File: config.mk
export PLATFORM = sky130hd
export DESIGN_NAME = fixed_array_table_engine_top_flat
export DESIGN_NICKNAME = d
export VERILOG_FILES = /design/src/hdl/fate_pkg.sv /design/src/hdl/fate_stream_if.sv /design/src/hdl/fate_ctrl.sv /design/src/hdl/fate_dpath.sv /design/src/hdl/fixed_array_table_engine_top.sv /design/src/flat_wrapper.sv
export SDC_FILE = /design/constraint.sdc
export NUM_CORES = 1
export LEC_CHECK = 0
export BUFFER_PORTS_ARGS = -buffer_cell sky130_fd_sc_hd__buf_2
export CELL_PAD_IN_SITES_DETAIL_PLACEMENT = 1
export CELL_PAD_IN_SITES_GLOBAL_PLACEMENT = 1
export CORE_UTILIZATION = 49
export DETAILED_ROUTE_END_ITERATION = 10
export GPL_ROUTABILITY_DRIVEN = 0
export PLACE_DENSITY_LB_ADDON = 0.1
export SYNTH_ARGS = -nofsm -noshare
export SYNTH_HDL_FRONTEND = slang
export SYNTH_SLANG_ARGS = --single-unit
File: constraint.sdc
create_clock -name clock -period 4.1 [get_ports clock]
set_clock_uncertainty 0.05 [all_clocks]
set_input_delay 0.82 -clock clock [delete_from_list [all_inputs] [get_ports clock]]
set_output_delay 0.82 -clock clock [all_outputs]
set_load 0.1 [all_outputs]
File: src/hdl/fate_pkg.sv
package fate_pkg;

   // Payload field widths
   localparam int ACTION_W = 2;
   localparam int POS_W    = 4;
   localparam int VALUE_W  = 32;
   localparam int STATUS_W = 2;
   localparam int FIDX_W   = 3;

   // Default table depth
   localparam int DEPTH_DEFAULT = 8;

   // Action codes
   localparam logic [ACTION_W-1:0] ACT_INSERT  = 2'd0;
   localparam logic [ACTION_W-1:0] ACT_DELETE  = 2'd1;
   localparam logic [ACTION_W-1:0] ACT_REVERSE = 2'd2;
   localparam logic [ACTION_W-1:0] ACT_SEARCH  = 2'd3;

   // Status codes
   localparam logic [STATUS_W-1:0] ST_OK     = 2'd0;
   localparam logic [STATUS_W-1:0] ST_RANGE  = 2'd1;
   localparam logic [STATUS_W-1:0] ST_ABSENT = 2'd2;

   typedef struct packed {
      logic [ACTION_W-1:0]      action;
      logic [POS_W-1:0]         position;
      logic signed [VALUE_W-1:0] value;
   } req_payload_type;

   typedef struct packed {
      logic [STATUS_W-1:0] status;
      logic [FIDX_W-1:0]   found_index;
   } rsp_payload_type;

   // Controller to datapath
   typedef struct packed {
      logic accept_op;     // non-search item accepted: update table, load result
      logic start_search;  // search item accepted: latch key, clear scan index
      logic scan_step;     // advance scan index
      logic finish_search; // load search result
   } ctl_cmd_type;

   // Datapath to controller
   typedef struct packed {
      logic is_search; // offered item is a search
      logic hit;       // entry under scan matches the key
      logic last;      // scan index at last entry
   } dp_sts_type;

endpackage

File: src/hdl/fate_stream_if.sv
interface fate_stream_if #(
   parameter type payload_type = logic
);
   logic        valid;
   logic        ready;
   payload_type payload;

   modport source (output valid, output payload, input ready);
   modport sink   (input valid, input payload, output ready);
endinterface

File: src/hdl/fate_ctrl.sv
module fate_ctrl (
   input  logic                  clock,
   input  logic                  reset,
   input  logic                  req_valid,
   output logic                  req_ready,
   output logic                  rsp_valid,
   input  logic                  rsp_ready,
   input  fate_pkg::dp_sts_type  sts,
   output fate_pkg::ctl_cmd_type cmd
);
   import fate_pkg::*;

   localparam logic [0:0] S_IDLE = 1'b0;
   localparam logic [0:0] S_SCAN = 1'b1;

   logic [0:0] state_ff, state_in;
   logic       rsp_valid_ff, rsp_valid_in;
   logic       accept;
   logic       load_rsp;

   // Take a new item only when idle and the result register is free or draining
   assign req_ready = (state_ff == S_IDLE) && (!rsp_valid_ff || rsp_ready);
   assign accept    = req_valid && req_ready;
   assign rsp_valid = rsp_valid_ff;

   // Next state and commands
   always_comb begin
      state_in = state_ff;
      cmd      = '0;
      unique case (state_ff)
         S_IDLE: begin
            if (accept) begin
               if (sts.is_search) begin
                  cmd.start_search = 1'b1;
                  state_in         = S_SCAN;
               end else begin
                  cmd.accept_op = 1'b1;
               end
            end
         end
         S_SCAN: begin
            if (sts.hit || sts.last) begin
               cmd.finish_search = 1'b1;
               state_in          = S_IDLE;
            end else begin
               cmd.scan_step = 1'b1;
            end
         end
         default: state_in = S_IDLE;
      endcase
   end

   assign load_rsp = cmd.accept_op || cmd.finish_search;

   // Result valid flag
   always_comb begin
      rsp_valid_in = rsp_valid_ff;
      if (rsp_valid_ff && rsp_ready) begin
         rsp_valid_in = 1'b0;
      end
      if (load_rsp) begin
         rsp_valid_in = 1'b1;
      end
   end

   always_ff @(posedge clock) begin
      if (reset) begin
         state_ff     <= S_IDLE;
         rsp_valid_ff <= 1'b0;
      end else begin
         state_ff     <= state_in;
         rsp_valid_ff <= rsp_valid_in;
      end
   end

endmodule

File: src/hdl/fate_dpath.sv
module fate_dpath #(
   parameter int DEPTH = fate_pkg::DEPTH_DEFAULT
) (
   input  logic                      clock,
   input  logic                      reset,
   input  fate_pkg::req_payload_type req_payload,
   output fate_pkg::rsp_payload_type rsp_payload,
   input  fate_pkg::ctl_cmd_type     cmd,
   output fate_pkg::dp_sts_type      sts
);
   import fate_pkg::*;

   localparam int IDX_W = $clog2(DEPTH);
   localparam int CMP_W = $clog2(DEPTH + 1) + POS_W + 1;

   logic [VALUE_W-1:0]    store_ff [DEPTH];
   logic [VALUE_W-1:0]    store_in [DEPTH];
   logic [VALUE_W-1:0]    key_ff, key_in;
   logic [IDX_W-1:0]      cnt_ff, cnt_in;
   rsp_payload_type       rsp_ff, rsp_in;

   logic [CMP_W-1:0]      pos_ext;
   logic                  pos_ok;
   logic                  is_shift_op;
   logic [IDX_W+FIDX_W-1:0] cnt_wide;

   // Position check (1-based, 1..DEPTH)
   assign pos_ext     = CMP_W'(req_payload.position);
   assign pos_ok      = (pos_ext != '0) && (pos_ext <= CMP_W'(DEPTH));
   assign is_shift_op = (req_payload.action == ACT_INSERT) ||
                        (req_payload.action == ACT_DELETE);

   // Table update: each entry keeps its word or picks its neighbor, its mirror, the new word or zero
   always_comb begin
      for (int k = 0; k < DEPTH; k++) begin
         store_in[k] = store_ff[k];
         if (cmd.accept_op) begin
            case (req_payload.action)
               ACT_INSERT: begin
                  if (pos_ok) begin
                     if (CMP_W'(k + 1) == pos_ext) begin
                        store_in[k] = req_payload.value;
                     end else if ((CMP_W'(k + 1) > pos_ext) && (k > 0)) begin
                        store_in[k] = store_ff[(k > 0) ? k - 1 : 0];
                     end
                  end
               end
               ACT_DELETE: begin
                  if (pos_ok) begin
                     if (k == DEPTH - 1) begin
                        store_in[k] = '0;
                     end else if (CMP_W'(k + 1) >= pos_ext) begin
                        store_in[k] = store_ff[(k < DEPTH - 1) ? k + 1 : k];
                     end
                  end
               end
               ACT_REVERSE: store_in[k] = store_ff[DEPTH - 1 - k];
               default:     store_in[k] = store_ff[k];
            endcase
         end
      end
   end

   // Search key and scan index
   always_comb begin
      key_in = key_ff;
      cnt_in = cnt_ff;
      if (cmd.start_search) begin
         key_in = req_payload.value;
         cnt_in = '0;
      end else if (cmd.scan_step) begin
         cnt_in = cnt_ff + IDX_W'(1);
      end
   end

   assign sts.is_search = (req_payload.action == ACT_SEARCH);
   assign sts.hit       = (store_ff[cnt_ff] == key_ff);
   assign sts.last      = (cnt_ff == IDX_W'(DEPTH - 1));

   // Low index bits reported on a match
   assign cnt_wide = {{FIDX_W{1'b0}}, cnt_ff};

   // Result register
   always_comb begin
      rsp_in = rsp_ff;
      if (cmd.accept_op) begin
         rsp_in.status      = (is_shift_op && !pos_ok) ? ST_RANGE : ST_OK;
         rsp_in.found_index = '0;
      end else if (cmd.finish_search) begin
         rsp_in.status      = sts.hit ? ST_OK : ST_ABSENT;
         rsp_in.found_index = sts.hit ? cnt_wide[FIDX_W-1:0] : '0;
      end
   end

   assign rsp_payload = rsp_ff;

   always_ff @(posedge clock) begin
      if (reset) begin
         for (int k = 0; k < DEPTH; k++) begin
            store_ff[k] <= '0;
         end
      end else begin
         for (int k = 0; k < DEPTH; k++) begin
            store_ff[k] <= store_in[k];
         end
      end
   end

   always_ff @(posedge clock) begin
      key_ff <= key_in;
      cnt_ff <= cnt_in;
      rsp_ff <= rsp_in;
   end

endmodule

File: src/hdl/fixed_array_table_engine_top.sv
// Fixed-array table engine: DEPTH signed 32-bit words, all zero after reset.
// Each request item carries an action (insert, delete, reverse, search), a
// 1-based position and a value, and yields exactly one response item with a
// status and, on a found search, the low three bits of the first matching
// index. Insert, delete and reverse are applied on the edge the item is
// accepted, and their response is registered there. A search scans the
// table one entry per cycle through a single read port and a comparator;
// the next item is taken once the scan is done. The response sits in an
// output register; a new item is accepted while the engine is idle and
// that register is empty or being read in the same cycle.
module fixed_array_table_engine_top #(
   parameter int DEPTH = fate_pkg::DEPTH_DEFAULT
) (
   input logic          clock,
   input logic          reset,
   fate_stream_if.sink   req_ch,
   fate_stream_if.source rsp_ch
);
   import fate_pkg::*;

   ctl_cmd_type     cmd;
   dp_sts_type      sts;
   req_payload_type req_payload;
   rsp_payload_type rsp_payload;

   assign req_payload    = req_ch.payload;
   assign rsp_ch.payload = rsp_payload;

   fate_ctrl u_ctrl (
      .clock     (clock),
      .reset     (reset),
      .req_valid (req_ch.valid),
      .req_ready (req_ch.ready),
      .rsp_valid (rsp_ch.valid),
      .rsp_ready (rsp_ch.ready),
      .sts       (sts),
      .cmd       (cmd)
   );

   fate_dpath #(
      .DEPTH (DEPTH)
   ) u_dpath (
      .clock       (clock),
      .reset       (reset),
      .req_payload (req_payload),
      .rsp_payload (rsp_payload),
      .cmd         (cmd),
      .sts         (sts)
   );

endmodule

File: src/flat_wrapper.sv
// flat-port wrapper written by rule: the top's interface ports become plain ports
module fixed_array_table_engine_top_flat import fate_pkg::*;
#(
   parameter int DEPTH = fate_pkg::DEPTH_DEFAULT
)
  (clock, reset, req_ch_valid, req_ch_payload, req_ch_ready, rsp_ch_valid, rsp_ch_payload, rsp_ch_ready);
  fate_stream_if #(.payload_type(req_payload_type)) req_ch_i ();
  fate_stream_if #(.payload_type(rsp_payload_type)) rsp_ch_i ();
  input logic clock;
  input logic reset;
  input wire logic [$bits(req_ch_i.valid)-1:0] req_ch_valid;
  input wire logic [$bits(req_ch_i.payload)-1:0] req_ch_payload;
  output wire logic [$bits(req_ch_i.ready)-1:0] req_ch_ready;
  output wire logic [$bits(rsp_ch_i.valid)-1:0] rsp_ch_valid;
  output wire logic [$bits(rsp_ch_i.payload)-1:0] rsp_ch_payload;
  input wire logic [$bits(rsp_ch_i.ready)-1:0] rsp_ch_ready;
  assign req_ch_i.valid = req_ch_valid;
  assign req_ch_i.payload = req_ch_payload;
  assign req_ch_ready = req_ch_i.ready;
  assign rsp_ch_valid = rsp_ch_i.valid;
  assign rsp_ch_payload = rsp_ch_i.payload;
  assign rsp_ch_i.ready = rsp_ch_ready;
  fixed_array_table_engine_top #(.DEPTH(DEPTH)) u_core (.clock(clock), .reset(reset), .req_ch(req_ch_i), .rsp_ch(rsp_ch_i));
endmodule
==> results.py <==
metrics = {
    "status": {
        "status": "finished clean",
    },
    "worst_hold_path": {
        "hold_path_end": "u_core.u_dpath.rsp_payload[1]",
        "hold-path-cell-count": 1,
        "hp-start": "u_core.u_dpath.rsp_payload[1]",
        "hp-class": "flip-flop to flip-flop",
    },
    "route": {
        "via_per_inst": 7.09,
        "finalWirelength_um": 65600,
        "dr_wl_met3_um": 4420,
        "drc": 0,
        "met2WireLength_um": 31400,
        "met1_length_um": 28000,
        "routed.top_layer": "met4",
        "postRouteAntennaNets": 0,
        "drtIter0Drc": 1638,
        "vias": 17300,
        "dr.pass1.iters": 7,
        "wl_per_cell_um": 26.8,
    },
    "timing": {
        "slew_violations": 0,
        "setup_ws_ns": 0.344,
        "period_minus_slack_ns": 3.76,
        "setup_viol": 0,
        "setup-tns-final_ns": 0,
        "fmax_mhz": 266,
        "slew_headroom_pct": 15.7,
        "rsz0062_at_grt": "no",
        "period_share_pct": 91.6,
        "whs_ns": 0.442,
        "worst_slew_pin_slew_ns": 1.26,
        "final_hold_viol_count": 0,
    },
    "worst_setup_path": {
        "crit_type": "flip-flop to flip-flop",
        "critPathMaxFanout": 19,
        "cp.arrival_ns": 4.19,
        "crit_path_end_kind": "flip-flop",
        "reg2reg_slack_ns": 0.34,
        "worst_setup_path_start_kind": "flip-flop",
        "reg2reg_depth": 9,
        "required_ns": 4.53,
        "reg2reg_to": "u_core.u_dpath.cnt_ff[2]",
    },
    "die": {
        "die_area_um2": 37900,
        "rows": 70,
        "pin_count": 49,
        "die_w_um": 195,
        "core_area_um2": 36600,
        "initial_core_util_pct": 49.7,
        "die_y_um": 195,
    },
    "grt": {
        "antenna_found_initial": 0,
        "grtUsageTotal_pct": 34.5,
        "grt_pass1_wl_um": 103000,
        "grt_overflow": 0,
        "grt_max_degree": 193,
        "grt_pass1_vias": 17500,
    },
    "placement": {
        "port-buffer-count": 48,
        "place_ws_ns": 0.411,
        "placedCellCount": 2380,
        "place_hpwl_um": 36900,
        "dpl-instance-area_um2": 18700,
    },
    "synth": {
        "synth_nets": 2116,
        "synth-seq-area-share_pct": 35.0,
        "postSynthCellCount": 2068,
        "synth-seq-cells": 301,
        "syn_area_um2": 18200,
        "avgSynthCellArea_um2": 8.79,
        "synth.distinct_cells": 51,
        "yosys_warnings": 0,
    },
    "layout": {
        "final_cell_mix": "nor2_1, dfxtp_1, a21oi_1",
        "diodes": 0,
        "instances_no_fill": 2448,
        "layout.nets": 2000,
        "area_growth_pct": 9.17,
        "post-route-util_pct": 54.2,
        "finalInstanceArea_um2": 19900,
        "drive_gt1_share_pct": 11.4,
        "final_common_cell": "nor2_1",
    },
    "clock_network": {
        "clockBufferDepth": 3,
        "cts_resized": 0,
        "post-cts-setup-buffers": 0,
        "hold_buffers": 0,
        "cts_sinks": 301,
        "clk_latency_ns": 0.55,
        "cts_tree": "built",
        "cts_buffers": 38,
        "cts-root-buf": "clkbuf_16",
        "h-tree-depth": 2,
        "clk_pin_slew_ns": 0.06,
    },
    "pwr": {
        "powerDensity_nw_per_um2": 448,
        "leakagePower_nw": 6.43,
        "max-vdd-ir-drop_v": 0.000251,
        "power.total_mw": 8.90,
    },
    "run": {
        "cap_violations": 0,
    },
}
[logic make-up after synthesis]
group	synth area share [%]
AOI/OAI and AO/OA	25.0
and+or+nand+nor	11.7
muxes	20.4
xor gates and xnor gates	1.54
buffers and inverters	5.99
DFF	35.0
adders and majority gates	0.413
[worst max-delay path by stage]
stage,start,slack (ns),to
after global routing,flip-flop,0.17,u_core.u_dpath.cnt_ff[2]
after floorplan,u_core.u_ctrl.rsp_valid,0.32,u_core.u_dpath.key_ff[0]
after CTS,flip-flop,0.33,u_core.u_dpath.cnt_ff[2]
after global placement,flip-flop,0.47,flip-flop
after detailed placement,flip-flop,0.41,u_core.u_dpath.cnt_ff[2]
final,flip-flop,0.34,u_core.u_dpath.cnt_ff[2]
[state kept, by name (all words and copies together) (netlist names), named ones only]
register and cells:
u_core.u_dpath.cnt_ff 3, u_core.u_dpath.key_ff 32, u_core.u_ctrl.rsp_valid 1, u_core.u_ctrl.state_ff 1
u_core.u_dpath.rsp_payload 5, u_core.u_dpath.store_ff 256
[final cells by class]
type | count | area (um2)
clock buffer | 62 | 1120
clock inverter | 6 | 57.6
fill | 4172 | 16800
inverter | 8 | 37.5
multi-input combinational | 1503 | 10900
sequential | 301 | 6380
tap | 468 | 586
timing repair buffer | 100 | 790
[worst max-delay path: stages (launching register included)]
cell and delay, ns:
dfxtp_4 0.57, buf_4 0.34, buf_4 0.24, mux4_2 0.52
o21ai_0 0.29, xor2_1 0.17, nand4_1 0.23, nor4_4 0.59
or3b_1 0.41, mux2i_1 0.23
[power breakdown]
group	switching (mW)	total (mW)	internal (mW)	leakage (nW)
Clock	1.34	3.27	1.93	0.576
Combinational	1.32	2.18	0.864	3.38
Sequential	0.305	3.45	3.14	2.48
[metal layers]
layer / global-route usage (%) / up-vias
met5: 0 / -
met4: 11.6 / 0
met3: 5.17 / 137
met2: 57.2 / 710
met1: 45.8 / 8860
li1: - / 7642
[synthesized netlist by cell type, drive strengths merged]
master	n	share of area, %
a211oi	165	6.8
a21boi	1	0.041
a21oi	259	7.1
a221o	1	0.055
a221oi	157	7.6
a222oi	32	1.8
a22o	1	0.048
a22oi	6	0.25
a31o	1	0.048
a31oi	1	0.069
a32o	3	0.17
and2	4	0.14
and3	2	0.069
buf	28	1.1
clkbuf	228	4.7
dfxtp	267	29
edfxtp	34	5.6
ha	6	0.41
inv	8	0.17
mux2i	234	13
mux4	58	7.5
nand2	75	1.5
nand2b	1	0.034
nand3	34	0.94
nand3b	3	0.12
nand4	5	0.17
nand4b	1	0.048
nor2	331	6.8
nor2b	6	0.21
nor3	36	0.99
nor4	7	0.43
nor4b	1	0.048
o21a	1	0.041
o21ai	36	1.0
o31ai	1	0.041
or2	1	0.034
or3b	1	0.048
xnor2	23	1.1
xor2	9	0.43
Power figures use the tool's default switching activity.
